[config.mk]
export PLATFORM = sky130hd
export DESIGN_NAME = lms_adaptive_fir_core
export DESIGN_NICKNAME = d
export VERILOG_FILES = /design/src/lmsfir_pkg.sv /design/src/lms_adaptive_fir_core.sv /design/src/lmsfir_datapath.sv /design/src/lmsfir_ctrl.sv
export SDC_FILE = /design/constraint.sdc
export NUM_CORES = 2
export LEC_CHECK = 0
export BUFFER_PORTS_ARGS = -buffer_cell sky130_fd_sc_hd__buf_4
export CELL_PAD_IN_SITES_DETAIL_PLACEMENT = 0
export CELL_PAD_IN_SITES_GLOBAL_PLACEMENT = 1
export CORE_UTILIZATION = 58
export DETAILED_ROUTE_END_ITERATION = 8
export MAX_ROUTING_LAYER = met4
export PLACE_DENSITY = 0.95
export SLEW_MARGIN = 40
export SYNTH_ARGS = -nofsm -noshare
export SYNTH_HDL_FRONTEND = slang
export SYNTH_HIERARCHICAL = 1
export SYNTH_SLANG_ARGS = --single-unit
[constraint.sdc]
create_clock -name clock -period 18.45 [get_ports clock]
set_clock_uncertainty 0.2 [all_clocks]
set_input_delay 1.845 -clock clock [delete_from_list [all_inputs] [get_ports clock]]
set_output_delay 1.845 -clock clock [all_outputs]
set_load 0.005 [all_outputs]
[src/lmsfir_pkg.sv]
// ----------------------------------------------------------------------------
// lmsfir_pkg: shared types and constants of the lms adaptive fir
// Sample format, payload structs, register codes and the command bundle
// passed from the controller to the datapath.
// ----------------------------------------------------------------------------
`default_nettype none

package lmsfir_pkg;

   // q1.15 samples, weights and results
   localparam int SAMPLE_BITS = 16;
   localparam int FRAC_BITS   = SAMPLE_BITS - 1;
   localparam int FRAC_HALF   = 2 ** (FRAC_BITS - 1);

   // configuration registers
   localparam int TAP_COUNT_BITS = 6;
   localparam int STEP_BITS      = 15;
   localparam int STEP_HALF      = 2 ** (STEP_BITS - 1);
   localparam int CSR_DATA_BITS  = 15;
   localparam int CSR_INDEX_BITS = 2;

   localparam logic [CSR_INDEX_BITS-1:0] REG_TAP_COUNT = 2'd0;
   localparam logic [CSR_INDEX_BITS-1:0] REG_STEP_SIZE = 2'd1;

   localparam logic [TAP_COUNT_BITS-1:0] TAP_COUNT_RESET = 6'd32;
   localparam logic [STEP_BITS-1:0]      STEP_SIZE_RESET = 15'd328;

   typedef logic signed [SAMPLE_BITS-1:0] sample_type;

   typedef struct packed {
      logic signed [15:0] source_sample;
      logic signed [15:0] reference_sample;
   } req_item_type;

   typedef struct packed {
      logic signed [15:0] filter_output;
      logic signed [15:0] error_value;
   } rsp_item_type;

   // command strobes from the controller
   typedef struct packed {
      logic load;      // take a new item, push sample, clear accumulator
      logic rd_filt;   // read tap for the filter pass
      logic rd_upd;    // read tap for the weight update pass
      logic calc_y;    // round and saturate the accumulator
      logic calc_e;    // reference minus output
      logic calc_gp;   // step size times error
      logic calc_g;    // round the gain
      logic load_rsp;  // move result into the output register
   } dp_cmd_type;

endpackage

`default_nettype wire

[src/lms_adaptive_fir_core.sv]
// ----------------------------------------------------------------------------
// lms_adaptive_fir_core: least-mean-squares adaptive fir filter
// Q1.15 adaptive filter with saturating output, error and weight update.
// ----------------------------------------------------------------------------
// Each request transfer carries one source sample and one reference sample and
// yields exactly one response transfer with the filter output and the error.
// An item occupies the block through these steps in order: taking the item,
// one read per active tap for the dot product, pipeline drain, rounding,
// error and gain, handing over the result (which waits while a previous
// response is still held), one read per active tap for the weight update and
// a final drain. The occupancy is set by the shared tap multiplier, which walks
// every active tap twice, and by the one read port of each of the delay line
// and weight memories. A finished response can wait in its output register
// while the next request is taken. Delay line and weights start at zero after
// reset by way of per-entry valid bits, so no clearing pass is needed.
// Register 0 is tap_count (0 acts as 1, values above MAX_TAPS act as
// MAX_TAPS), register 1 is step_size; writes to other indices are ignored.
// Configuration is expected to be written only while the block is idle.
// ----------------------------------------------------------------------------
`default_nettype none

module lms_adaptive_fir_core #(
   parameter int MAX_TAPS = 32
) (
   input  wire logic                                   clock,
   input  wire logic                                   reset,
   // request channel
   input  wire logic                                   req_valid,
   output logic                                        req_ready,
   input  wire lmsfir_pkg::req_item_type               req_payload,
   // response channel
   output logic                                        rsp_valid,
   input  wire logic                                   rsp_ready,
   output lmsfir_pkg::rsp_item_type                    rsp_payload,
   // configuration write port
   input  wire logic                                   csr_write_enable,
   input  wire logic [lmsfir_pkg::CSR_INDEX_BITS-1:0]  csr_index,
   input  wire logic [lmsfir_pkg::CSR_DATA_BITS-1:0]   csr_write_data
);
   import lmsfir_pkg::*;

   localparam int IDX_W = $clog2(MAX_TAPS);

   // configuration registers
   logic [TAP_COUNT_BITS-1:0] tap_count_ff;
   logic [STEP_BITS-1:0]      step_size_ff;

   // controller to datapath
   dp_cmd_type                cmd;
   logic [IDX_W-1:0]          tap_index;

   // plain register writes, unknown indices fall through
   always_ff @(posedge clock) begin
      if (reset) begin
         tap_count_ff <= TAP_COUNT_RESET;
         step_size_ff <= STEP_SIZE_RESET;
      end else if (csr_write_enable) begin
         case (csr_index)
            REG_TAP_COUNT: tap_count_ff <= csr_write_data[TAP_COUNT_BITS-1:0];
            REG_STEP_SIZE: step_size_ff <= csr_write_data[STEP_BITS-1:0];
            default: begin
            end
         endcase
      end
   end

   // sequencer: tap walks, result steps and response handshake
   lmsfir_ctrl #(
      .MAX_TAPS (MAX_TAPS)
   ) u_ctrl (
      .clock     (clock),
      .reset     (reset),
      .req_valid (req_valid),
      .req_ready (req_ready),
      .tap_count (tap_count_ff),
      .cmd       (cmd),
      .tap_index (tap_index),
      .rsp_valid (rsp_valid),
      .rsp_ready (rsp_ready)
   );

   // memories, shared multiplier and result registers
   lmsfir_datapath #(
      .MAX_TAPS (MAX_TAPS)
   ) u_datapath (
      .clock     (clock),
      .reset     (reset),
      .cmd       (cmd),
      .tap_index (tap_index),
      .req_item  (req_payload),
      .step_size (step_size_ff),
      .rsp_item  (rsp_payload)
   );

endmodule

`default_nettype wire

[src/lmsfir_datapath.sv]
// ----------------------------------------------------------------------------
// lmsfir_datapath: delay line, weights and shared multiply-accumulate
// Circular delay line and weight memories with valid bits, a tap pipeline
// (read data, product, weight delta) around one multiplier, and the output/error/gain registers.
// ----------------------------------------------------------------------------
`default_nettype none

module lmsfir_datapath #(
   parameter int MAX_TAPS = 32
) (
   input  wire logic                                   clock,
   input  wire logic                                   reset,
   input  wire lmsfir_pkg::dp_cmd_type                 cmd,
   input  wire logic [$clog2(MAX_TAPS)-1:0]            tap_index,
   input  wire lmsfir_pkg::req_item_type               req_item,
   input  wire logic [lmsfir_pkg::STEP_BITS-1:0]       step_size,
   output lmsfir_pkg::rsp_item_type                    rsp_item
);
   import lmsfir_pkg::*;

   localparam int IDX_W  = $clog2(MAX_TAPS);
   localparam int G_W    = SAMPLE_BITS + 1;
   localparam int PROD_W = SAMPLE_BITS + G_W;
   localparam int D_W    = PROD_W + 1 - FRAC_BITS;
   localparam int ACC_W  = 2 * SAMPLE_BITS + IDX_W;
   localparam int SAT_W  = ACC_W + 1;
   localparam int GP_W   = STEP_BITS + 1 + SAMPLE_BITS;

   localparam logic signed [SAT_W-1:0] SAT_MAX = SAT_W'(2 ** (SAMPLE_BITS - 1) - 1);
   localparam logic signed [SAT_W-1:0] SAT_MIN = -SAT_MAX - SAT_W'(1);

   function automatic sample_type sat_sample(input logic signed [SAT_W-1:0] v);
      logic signed [SAT_W-1:0] r;
      r = v;
      if (v > SAT_MAX) begin
         r = SAT_MAX;
      end else if (v < SAT_MIN) begin
         r = SAT_MIN;
      end
      return sample_type'(r[SAMPLE_BITS-1:0]);
   endfunction

   // memories
   sample_type            dly_mem [MAX_TAPS];
   sample_type            wgt_mem [MAX_TAPS];
   logic [MAX_TAPS-1:0]   dly_vld_ff;
   logic [MAX_TAPS-1:0]   wgt_vld_ff;

   logic [IDX_W-1:0]      head_ff;
   logic [IDX_W-1:0]      head_in;
   logic [IDX_W:0]        addr_sum;
   logic [IDX_W-1:0]      dly_raddr;
   logic                  rd_en;

   // stage 1: read data
   sample_type            dly_q_ff;
   sample_type            wgt_q_ff;
   logic                  dly_qv_ff;
   logic                  wgt_qv_ff;
   logic                  s1_filt_ff;
   logic                  s1_upd_ff;
   logic [IDX_W-1:0]      s1_idx_ff;
   sample_type            dly_s1;
   sample_type            wgt_s1;
   logic signed [G_W-1:0] mul_b;
   logic signed [PROD_W-1:0] prod;

   // stage 2: product
   logic signed [PROD_W-1:0] prod_ff;
   sample_type            w2_ff;
   logic                  s2_filt_ff;
   logic                  s2_upd_ff;
   logic [IDX_W-1:0]      s2_idx_ff;
   logic signed [PROD_W:0] d_full;
   logic signed [PROD_W:0] d_shift;

   // stage 3: weight delta
   logic signed [D_W-1:0] d_ff;
   sample_type            w3_ff;
   logic                  s3_upd_ff;
   logic [IDX_W-1:0]      s3_idx_ff;
   logic signed [D_W:0]   w_sum;
   sample_type            w_new;

   // per-item registers
   logic signed [ACC_W-1:0] acc_ff;
   logic signed [ACC_W:0]   y_full;
   logic signed [ACC_W:0]   y_shift;
   sample_type              ref_ff;
   sample_type              y_ff;
   sample_type              e_ff;
   logic signed [SAMPLE_BITS:0] e_full;
   logic signed [GP_W-1:0]  gp_ff;
   logic signed [GP_W:0]    g_full;
   logic signed [GP_W:0]    g_shift;
   logic signed [G_W-1:0]   g_ff;
   rsp_item_type            rsp_ff;

   // newest sample sits at head, older ones follow upwards
   assign head_in   = (head_ff == '0) ? IDX_W'(MAX_TAPS - 1) : head_ff - 1'b1;
   assign addr_sum  = {1'b0, head_ff} + {1'b0, tap_index};
   assign dly_raddr = (addr_sum >= (IDX_W + 1)'(MAX_TAPS)) ?
                      IDX_W'(addr_sum - (IDX_W + 1)'(MAX_TAPS)) : addr_sum[IDX_W-1:0];
   assign rd_en     = cmd.rd_filt | cmd.rd_upd;

   always_ff @(posedge clock) begin
      if (cmd.load) begin
         dly_mem[head_in] <= req_item.source_sample;
      end
      if (rd_en) begin
         dly_q_ff <= dly_mem[dly_raddr];
      end
   end

   always_ff @(posedge clock) begin
      if (s3_upd_ff) begin
         wgt_mem[s3_idx_ff] <= w_new;
      end
      if (rd_en) begin
         wgt_q_ff <= wgt_mem[tap_index];
      end
   end

   always_ff @(posedge clock) begin
      if (reset) begin
         head_ff    <= '0;
         dly_vld_ff <= '0;
         wgt_vld_ff <= '0;
         s1_filt_ff <= 1'b0;
         s1_upd_ff  <= 1'b0;
         s2_filt_ff <= 1'b0;
         s2_upd_ff  <= 1'b0;
         s3_upd_ff  <= 1'b0;
      end else begin
         if (cmd.load) begin
            head_ff             <= head_in;
            dly_vld_ff[head_in] <= 1'b1;
         end
         if (s3_upd_ff) begin
            wgt_vld_ff[s3_idx_ff] <= 1'b1;
         end
         s1_filt_ff <= cmd.rd_filt;
         s1_upd_ff  <= cmd.rd_upd;
         s2_filt_ff <= s1_filt_ff;
         s2_upd_ff  <= s1_upd_ff;
         s3_upd_ff  <= s2_upd_ff;
      end
   end

   // unwritten entries read as zero
   assign dly_s1 = dly_qv_ff ? dly_q_ff : '0;
   assign wgt_s1 = wgt_qv_ff ? wgt_q_ff : '0;
   assign mul_b  = s1_upd_ff ? g_ff : G_W'(wgt_s1);
   assign prod   = PROD_W'(dly_s1) * PROD_W'(mul_b);

   assign d_full  = (PROD_W + 1)'(prod_ff) + (PROD_W + 1)'(FRAC_HALF);
   assign d_shift = d_full >>> FRAC_BITS;

   assign w_sum = (D_W + 1)'(d_ff) + (D_W + 1)'(w3_ff);
   assign w_new = sat_sample(SAT_W'(w_sum));

   assign y_full  = (ACC_W + 1)'(acc_ff) + (ACC_W + 1)'(FRAC_HALF);
   assign y_shift = y_full >>> FRAC_BITS;
   assign e_full  = (SAMPLE_BITS + 1)'(ref_ff) - (SAMPLE_BITS + 1)'(y_ff);
   assign g_full  = (GP_W + 1)'(gp_ff) + (GP_W + 1)'(STEP_HALF);
   assign g_shift = g_full >>> STEP_BITS;

   always_ff @(posedge clock) begin
      dly_qv_ff <= dly_vld_ff[dly_raddr];
      wgt_qv_ff <= wgt_vld_ff[tap_index];
      s1_idx_ff <= tap_index;
      prod_ff   <= prod;
      w2_ff     <= wgt_s1;
      s2_idx_ff <= s1_idx_ff;
      d_ff      <= D_W'(d_shift);
      w3_ff     <= w2_ff;
      s3_idx_ff <= s2_idx_ff;
      if (cmd.load) begin
         acc_ff <= '0;
         ref_ff <= req_item.reference_sample;
      end else if (s2_filt_ff) begin
         acc_ff <= acc_ff + ACC_W'(prod_ff);
      end
      if (cmd.calc_y) begin
         y_ff <= sat_sample(SAT_W'(y_shift));
      end
      if (cmd.calc_e) begin
         e_ff <= sat_sample(SAT_W'(e_full));
      end
      if (cmd.calc_gp) begin
         gp_ff <= GP_W'($signed({1'b0, step_size})) * GP_W'(e_ff);
      end
      if (cmd.calc_g) begin
         g_ff <= G_W'(g_shift);
      end
      if (cmd.load_rsp) begin
         rsp_ff.filter_output <= y_ff;
         rsp_ff.error_value   <= e_ff;
      end
   end

   assign rsp_item = rsp_ff;

endmodule

`default_nettype wire

[src/lmsfir_ctrl.sv]
// ----------------------------------------------------------------------------
// lmsfir_ctrl: sequencer of the lms adaptive fir
// Walks the taps once for the filter and once for the update, steps the
// result arithmetic and owns the output handshake.
// ----------------------------------------------------------------------------
`default_nettype none

module lmsfir_ctrl #(
   parameter int MAX_TAPS = 32
) (
   input  wire logic                                    clock,
   input  wire logic                                    reset,
   input  wire logic                                    req_valid,
   output logic                                         req_ready,
   input  wire logic [lmsfir_pkg::TAP_COUNT_BITS-1:0]   tap_count,
   output lmsfir_pkg::dp_cmd_type                       cmd,
   output logic [$clog2(MAX_TAPS)-1:0]                  tap_index,
   output logic                                         rsp_valid,
   input  wire logic                                    rsp_ready
);
   import lmsfir_pkg::*;

   localparam int IDX_W = $clog2(MAX_TAPS);
   localparam logic [1:0] FILT_DRAIN = 2'd1;
   localparam logic [1:0] UPD_DRAIN  = 2'd2;

   typedef enum logic [3:0] {
      ST_IDLE,
      ST_FILT,
      ST_FWAIT,
      ST_ROUND,
      ST_ERROR,
      ST_GAIN,
      ST_GROUND,
      ST_EMIT,
      ST_UPD,
      ST_UWAIT
   } state_type;

   state_type        state_ff, state_in;
   logic [IDX_W-1:0] k_ff, k_in;
   logic [IDX_W-1:0] last_ff, last_in;
   logic [1:0]       cnt_ff, cnt_in;
   logic             rsp_valid_ff, rsp_valid_in;
   logic [31:0]      cnt_wide;
   logic [IDX_W-1:0] taps_m1;

   // zero taps acts as one, oversized counts clamp to the built maximum
   assign cnt_wide = 32'(tap_count);
   always_comb begin
      if (tap_count == '0) begin
         taps_m1 = '0;
      end else if (cnt_wide > 32'(MAX_TAPS)) begin
         taps_m1 = IDX_W'(MAX_TAPS - 1);
      end else begin
         taps_m1 = IDX_W'(cnt_wide - 32'd1);
      end
   end

   always_comb begin
      state_in     = state_ff;
      k_in         = k_ff;
      last_in      = last_ff;
      cnt_in       = cnt_ff;
      rsp_valid_in = rsp_valid_ff && !rsp_ready;
      cmd          = '0;
      case (state_ff)
         ST_IDLE: begin
            if (req_valid) begin
               cmd.load = 1'b1;
               last_in  = taps_m1;
               k_in     = '0;
               state_in = ST_FILT;
            end
         end
         ST_FILT: begin
            cmd.rd_filt = 1'b1;
            if (k_ff == last_ff) begin
               k_in     = '0;
               cnt_in   = FILT_DRAIN;
               state_in = ST_FWAIT;
            end else begin
               k_in = k_ff + 1'b1;
            end
         end
         ST_FWAIT: begin
            if (cnt_ff == '0) begin
               state_in = ST_ROUND;
            end else begin
               cnt_in = cnt_ff - 1'b1;
            end
         end
         ST_ROUND: begin
            cmd.calc_y = 1'b1;
            state_in   = ST_ERROR;
         end
         ST_ERROR: begin
            cmd.calc_e = 1'b1;
            state_in   = ST_GAIN;
         end
         ST_GAIN: begin
            cmd.calc_gp = 1'b1;
            state_in    = ST_GROUND;
         end
         ST_GROUND: begin
            cmd.calc_g = 1'b1;
            state_in   = ST_EMIT;
         end
         ST_EMIT: begin
            if (!rsp_valid_ff || rsp_ready) begin
               cmd.load_rsp = 1'b1;
               rsp_valid_in = 1'b1;
               state_in     = ST_UPD;
            end
         end
         ST_UPD: begin
            cmd.rd_upd = 1'b1;
            if (k_ff == last_ff) begin
               k_in     = '0;
               cnt_in   = UPD_DRAIN;
               state_in = ST_UWAIT;
            end else begin
               k_in = k_ff + 1'b1;
            end
         end
         ST_UWAIT: begin
            if (cnt_ff == '0) begin
               state_in = ST_IDLE;
            end else begin
               cnt_in = cnt_ff - 1'b1;
            end
         end
         default: begin
            state_in = ST_IDLE;
         end
      endcase
   end

   always_ff @(posedge clock) begin
      if (reset) begin
         state_ff     <= ST_IDLE;
         k_ff         <= '0;
         last_ff      <= '0;
         cnt_ff       <= '0;
         rsp_valid_ff <= 1'b0;
      end else begin
         state_ff     <= state_in;
         k_ff         <= k_in;
         last_ff      <= last_in;
         cnt_ff       <= cnt_in;
         rsp_valid_ff <= rsp_valid_in;
      end
   end

   assign req_ready = (state_ff == ST_IDLE);
   assign tap_index = k_ff;
   assign rsp_valid = rsp_valid_ff;

   // a new item always starts its filter pass at the newest tap
   a_start_at_tap0: assert property (@(posedge clock) disable iff (reset)
      (req_valid && req_ready) |=> (state_ff == ST_FILT && k_ff == '0))
      else $error("filter pass did not start at tap zero");

   // tap walk never runs past the active tap count
   a_index_in_range: assert property (@(posedge clock) disable iff (reset)
      (state_ff == ST_FILT || state_ff == ST_UPD) |-> (k_ff <= last_ff))
      else $error("tap index beyond active taps");

   // active tap count stays within the built depth
   a_last_bounded: assert property (@(posedge clock) disable iff (reset)
      (state_ff != ST_IDLE) |-> (last_ff <= IDX_W'(MAX_TAPS - 1)))
      else $error("active tap count exceeds maximum");

   // loading the output register always raises valid on the next cycle
   a_result_shown: assert property (@(posedge clock) disable iff (reset)
      cmd.load_rsp |=> rsp_valid_ff)
      else $error("loaded result not presented");

endmodule

`default_nettype wire
# Word-level counts from Yosys, hierarchy flattened
# Memories as Yosys holds them, arrays and structs flattened. A register that Yosys moved wholly into a read port is not among the register bits.
# Cells that the tools add are included.
[totals]
reg_bits = 379
latchBits = 0
ramBits = 1024
rom_bits = 0
input_bits = 54
elab_cells = 153
memories = 2
[memory_table]
columns = ["memory", "depth", "word_bits", "rd", "rd_ports_with_merged_regs", "write_ports", "line_no", "text"]
rows = [
  ["u_datapath.dly_mem", 32, 16, 1, 1, 1, "lmsfir_datapath.sv:44", "sample_type dly_mem [MAX_TAPS];"],
  ["u_datapath.wgt_mem", 32, 16, 1, 1, 1, "lmsfir_datapath.sv:45", "sample_type wgt_mem [MAX_TAPS];"],
]
[classes]
add_sub_neg = 12
mul = 2
n_div = 0
order_cmp = 14
n_eq_ne = 18
n_shift = 0
muxes = 49
bitwise = 3
n_reduce_logical = 21
[ops]
columns = ["op", "n"]
rows = [
  ["16-bit 2-to-1 mux", 6],
  ["32-bit OR", 2],
  ["4-bit one-hot mux with 10 select lines", 1],
  ["37-bit by 16-bit adder with 38-bit output, second input constant", 1],
  ["37-bit by 33-bit adder with 37-bit output", 1],
  ["33-bit by 16-bit adder with 34-bit output, second input constant", 1],
  ["16-bit by 17-bit multiplier with 33-bit output", 1],
  ["32-bit by 16-bit adder with 32-bit output, second input constant", 1],
  ["16-bit by 16-bit multiplier with 32-bit output", 1],
  ["5-bit 2-to-1 mux", 6],
  ["5-bit by 6-bit less-than comparator with 1-bit output, second input constant", 4],
  ["4-bit 2-to-1 mux", 6],
  ["23-bit by 16-bit greater-than comparator with 1-bit output, second input constant", 1],
  ["23-bit by 16-bit less-than comparator with 1-bit output, second input constant", 1],
  ["19-bit by 16-bit adder with 20-bit output", 1],
  ["20-bit by 16-bit greater-than comparator with 1-bit output, second input constant", 1],
  ["20-bit by 16-bit less-than comparator with 1-bit output, second input constant", 1],
  ["1-bit 2-to-1 mux", 20],
  ["17-bit by 16-bit greater-than comparator with 1-bit output, second input constant", 1],
  ["17-bit by 16-bit less-than comparator with 1-bit output, second input constant", 1],
  ["17-bit 2-to-1 mux", 1],
  ["16-bit by 16-bit subtractor with 17-bit output", 1],
  ["4-bit by 3-bit equality test with 1-bit output, second input constant", 4],
  ["5-bit by 1-bit subtractor with 5-bit output, second input constant", 3],
  ["other kinds (32)", 52],
]

# Longest topological paths before layout
[depth]
word_depth = 7
ltp_mapped = 27

# Modules after synthesis
# The synthesis kept the hierarchy.
[by_module_without_submodules]
columns = ["mod", "n_inst", "cells_per_inst", "area_each_um2", "seq_area_each_um2"]
rows = [
  ["lmsfir_datapath", 1, 5121, 73022.5, 39407.8],
  ["lmsfir_ctrl", 1, 145, 1129.8, 340.3],
  ["lms_adaptive_fir_core", 1, 90, 918.4, 420.4],
]

# Worst setup path after synthesis
# OpenSTA, ideal clock, no wires.
[synth_path]
kind = "register -> register"
start = "reg u_datapath.s1_upd_ff"
end = "reg u_datapath.prod_ff[31]"
setup_time_ps = 72
arrival_ps = 6551
slack_ps = 11627
stages_incl_launch_ff = 26
n_path_buf = 3
period_less_slack_ps = 6823
cell_sequence = "dfxtp_1 -> clkbuf_1 -> buf_1 -> nand2_1 -> o21ai_1 -> nand2_1 -> fa_1 -> fa_1 -> fa_1 -> inv_1 -> fa_1 -> fa_1 -> inv_1 -> fa_1 -> inv_1 -> ha_1 -> clkbuf_1 -> and4_1 -> and2_1 -> o21a_1 -> nor3_1 -> nor3b_1 -> nor4_1 -> o311ai_1 -> a21oi_1 -> xnor2_1"
[synth_between]
elab_chain_cells = 2
[synth_lines]
columns = ["item", "line_no", "text"]
rows = [
  ["start, declared", "lmsfir_datapath.sv:61", "logic s1_upd_ff;"],
  ["start signal, assigned", "lmsfir_datapath.sv:143", "s1_upd_ff <= cmd.rd_upd;"],
  ["17-bit 2-to-1 mux", "lmsfir_datapath.sv:153", "assign mul_b = s1_upd_ff ? g_ff : G_W'(wgt_s1);"],
  ["16-bit by 17-bit multiplier with 33-bit output", "lmsfir_datapath.sv:154", "assign prod = PROD_W'(dly_s1) * PROD_W'(mul_b);"],
  ["net u_datapath.prod[31]", "lmsfir_datapath.sv:66", "logic signed [PROD_W-1:0] prod;"],
  ["end signal, assigned", "lmsfir_datapath.sv:172", "prod_ff <= prod;"],
  ["end, declared", "lmsfir_datapath.sv:69", "logic signed [PROD_W-1:0] prod_ff;"],
]
# The timed path passes the listed nets, and every way through them passes these cells.
# A chain may end at the register's enable or synchronous reset.

# Worst setup path in the final report
[layout_path]
start = "reg u_datapath.wgt_qv_ff"
end = "reg u_datapath.prod_ff[32]"
[layout_between]
elab_chain_cells = 3
[layout_lines]
columns = ["item", "line_no", "text"]
rows = [
  ["start, declared", "lmsfir_datapath.sv:59", "logic wgt_qv_ff;"],
  ["start signal, assigned", "lmsfir_datapath.sv:170", "wgt_qv_ff <= wgt_vld_ff[tap_index];"],
  ["16-bit 2-to-1 mux", "lmsfir_datapath.sv:152", "assign wgt_s1 = wgt_qv_ff ? wgt_q_ff : '0;"],
  ["net u_datapath.wgt_s1[15]", "lmsfir_datapath.sv:64", "sample_type wgt_s1;"],
  ["17-bit 2-to-1 mux", "lmsfir_datapath.sv:153", ""],
  ["16-bit by 17-bit multiplier with 33-bit output", "lmsfir_datapath.sv:154", ""],
  ["net u_datapath.prod[32]", "lmsfir_datapath.sv:66", ""],
]
# The timed path passes the listed nets, and every way through them passes these cells.

==> impl_metrics.env <==
export IMPL_endpoint_kind="flop"
export IMPL_finalNetCount=6292
export IMPL_yosysSeqAreaShare_pct=53.5
export IMPL_tns_ps=0
export IMPL_cts_hold_buf=0
export IMPL_pwr_share_comb_pct=28.5
export IMPL_setup_viol=0
export IMPL_cts_resized_gates=0
export IMPL_firstDrtPassIters=7
export IMPL_fmax_mhz=124
export IMPL_hold_violations=0
export IMPL_clk_path_buf_depth=3
export IMPL_port_buffers=87
export IMPL_r2r_start="u_datapath/wgt_qv_ff"
export IMPL_numCtsBuffers=143
export IMPL_wl_um=203000
export IMPL_worstSetupPathType="reg -> reg"
export IMPL_yosys_register_bits=1421
export IMPL_core_area_um2=128000
export IMPL_start_kind="flop"
export IMPL_grt_pass1_wl_um=302000
export IMPL_ant_nets=0
export IMPL_cts_sinks=1421
export IMPL_drt_iter0_markers=5883
export IMPL_synthSimpleGateAreaFrac_pct=7.80
export IMPL_synthAdderAreaFrac_pct=17.1
export IMPL_critPathRequiredTime_ps=18880
export IMPL_htree_num_levels=4
export IMPL_synth_top_cell_by_area="edfxtp_1"
export IMPL_worstPathMaxFanout=16
export IMPL_startpoint="u_datapath/wgt_qv_ff"
export IMPL_grtUsageTotal_pct=32.5
export IMPL_grt_pass1_vias=47900
export IMPL_cts_tree="built"
export IMPL_maxSlewHeadroom_pct=41.5
export IMPL_clkTransAtPathRegs_ps=60
export IMPL_final_cell_area_um2=82800
export IMPL_hp_start="u_datapath/s2_idx_ff[2]"
export IMPL_synth_area_leaders="edfxtp_1, fa_1, mux4_2, dfxtp_1, ha_1"
export IMPL_switching_power_uw=2970
export IMPL_drv_slew=0
export IMPL_postSynthAreaPerCell_um2=14.0
export IMPL_syn_area_um2=75100
export IMPL_gp_congestion=0.931
export IMPL_netlist_instances=5356
export IMPL_synth_compound_area_share_pct=4.22
export IMPL_rows=131
export IMPL_drc=0
export IMPL_initial_core_util_pct=58.6
export IMPL_final_core_util_pct=64.7
export IMPL_grt_overflow=0
export IMPL_cts_root_buf="clkbuf_16"
export IMPL_ios=88
export IMPL_period_minus_slack_ps=8050
export IMPL_use_met3_pct=6.75
export IMPL_synthTopCellsByCount="edfxtp_1, inv_1, nor2_1"
export IMPL_p_leak_uw=0.0313
export IMPL_p_per_area_nw_per_um2=116
export IMPL_rsz0062_at_grt="false"
export IMPL_synth_most_common_cell="edfxtp_1"
export IMPL_clk_latency_ps=800
export IMPL_antenna_found_initial=3
export IMPL_status="completed"
export IMPL_dpl_cell_area_um2=78100
export IMPL_die_y_um=362
export IMPL_synth_top_family_by_area="adder cells"
export IMPL_grt_max_degree=80
export IMPL_viasPerCell=6.35
export IMPL_cts_setup_buffers=0
export IMPL_die_area_um2=131000
export IMPL_synth_async_sr_flop_share_pct=0
export IMPL_layout_drive_gt1_share_pct=15.6
export IMPL_synth_distinct_cells=84
export IMPL_totalPowerFinal_uw=9580
export IMPL_p_int_uw=6620
export IMPL_ys_warn_count=6
export IMPL_synthFlopType="edfxtp_1"
export IMPL_p_sw_share_pct=31.0
export IMPL_worst_slew_pin_slew_ps=878
export IMPL_holdCritPathClass="reg -> reg"
export IMPL_synthMuxAreaShare_pct=11.2
export IMPL_area_growth_pct=10.3
export IMPL_grt_use_met2_pct=51.1
export IMPL_timing_final_crit_share_pct=43.7
export IMPL_yosysTopAreaCellShare_pct=46.8
export IMPL_cp_arrival_ps=8480
export IMPL_p_clk_share_pct=30.6
export IMPL_syn_num_nets=6158
export IMPL_wl_per_cell_um=27.6
export IMPL_die_w_um=362
export IMPL_grt_busiest_layer="met2"
export IMPL_p_seq_share_pct=40.9
export IMPL_maxCapViolCount=0
export IMPL_synth_edf_count=1171
export IMPL_vias=46600
export IMPL_synth_xor_area_share_pct=1.94
export IMPL_peakVddDrop_mv=0.146
export IMPL_dp_hpwl_um=125000
export IMPL_met1_usage_pct=40.1
==> final cells by class <==
type                       count  area [µm²]
antenna                        2        5.00
clock buffer                 202        4000
clock inverter                60         692
fill                        8626       45200
inverter                     632        2370
multi-input combinational   3101       31900
sequential                  1421       40200
tap                         1729        2160
timing repair buffer         191        1490
==> final timing paths <==
kind                                           endpoint  slack [ps]  cells past startpoint
worst min register to register  u_datapath/s3_idx_ff[2]         110                      0
worst max-delay path             u_datapath/prod_ff[32]       10400                     23
worst max register to register   u_datapath/prod_ff[32]       10400                     23
worst min-delay path            u_datapath/s3_idx_ff[2]         110                      0
==> critical path, cell delays in order, from the launching register on <==
cell      delay (ps)
dfxtp_1          750
and2_1           280
nor2b_1          360
a21oi_1          210
nor2_1           240
inv_1             90
fa_1             570
inv_1             80
fa_1             980
fa_1             550
fa_1             510
fa_1             590
inv_1             70
fa_1             580
inv_1             70
ha_1             400
a21o_1           200
a21oi_1          170
nor2_1            70
a41oi_1          170
o311ai_0         210
a31o_2           280
a21oi_1          170
xnor2_1          100
==> routing by layer <==
layer  part of all wire, %  up-vias
li1                      -    19200
met1                    35    23500
met2                    48     3175
met3                    10      759
met4                   6.0        0
met5                     0        -
==> power by group through the flow <==
stage          sequential [µW]  clock, µW  combinational [µW]
2_1_floorplan             3890          0                1940
3_3_place_gp              3970          0                2510
3_5_place_dp              3980          0                2630
4_1_cts                   3920       2960                2710
5_1_grt                   3930       3080                2910
6_report                  3920       2930                2730
==> stage by stage <==
stage	std cells	hold slack (ps)	worst slack, ps
2_1_floorplan	5356	110	11630
3_3_place_gp	7071	112	10790
3_5_place_dp	7073	114	10520
4_1_cts	7335	114	10490
5_1_grt	7338	115	10060
6_report	7338	112	10400
==> registers in the layout, indices dropped and copies added (netlist names), 6 cells and up <==
name,flops
u_datapath/dly_q_ff,16
u_datapath/wgt_mem,512
u_datapath/wgt_vld_ff,32
u_datapath/gp_ff,18
u_datapath/y_ff,16
step_size_ff,15
u_datapath/rsp_item,32
u_datapath/acc_ff,37
u_datapath/w2_ff,16
u_datapath/prod_ff,33
u_datapath/ref_ff,16
tap_count_ff,6
u_datapath/e_ff,16
u_datapath/dly_vld_ff,32
u_datapath/g_ff,17
u_datapath/d_ff,19
u_datapath/dly_mem,512
u_datapath/wgt_q_ff,16
u_datapath/w3_ff,16
==> placed cells by master (no fill, tap or decap), types with 9 or more instances in the layout <==
cell type | netlist | layout
a211oi_1 | 21 | 20
o21a_1 | 47 | 32
mux2_2 | 34 | 34
nand2b_1 | 69 | 69
clkbuf_16 | 0 | 147
xor2_1 | 50 | 50
nand3b_1 | 9 | 9
nor2_2 | 0 | 35
fa_1 | 459 | 458
dfxtp_1 | 250 | 245
o21ai_2 | 10 | 13
a21o_1 | 57 | 57
nor2_1 | 479 | 444
clkbuf_1 | 164 | 44
buf_4 | 0 | 180
clkinv_1 | 0 | 18
a21oi_1 | 137 | 135
nand3_1 | 69 | 69
nor3_1 | 40 | 38
nand4_1 | 20 | 20
xnor2_1 | 114 | 111
clkinv_2 | 0 | 14
ha_1 | 289 | 288
o21a_2 | 1 | 16
and2_1 | 115 | 115
and4_1 | 10 | 10
o21ai_1 | 11 | 13
o21ai_0 | 89 | 84
buf_6 | 3 | 9
and3_1 | 23 | 23
a31oi_1 | 16 | 16
edfxtp_1 | 1171 | 1171
nor2b_1 | 24 | 24
clkbuf_8 | 0 | 11
mux4_2 | 340 | 340
o21bai_1 | 13 | 13
nand2_1 | 386 | 383
inv_1 | 632 | 630
mux2i_1 | 39 | 39
==> logic make-up (layout without fill, tap and decap cells) <==
family,count (synthesis),in the layout
xor gates and xnor gates,165,165
muxes,413,413
adders and majority gates,750,750
DFF,1421,1421
buffers and inverters,834,1085
and+or+nand+nor,1288,1288
AOI/OAI and AO/OA,485,485
other,0,2
Power figures use the tool's default switching activity.
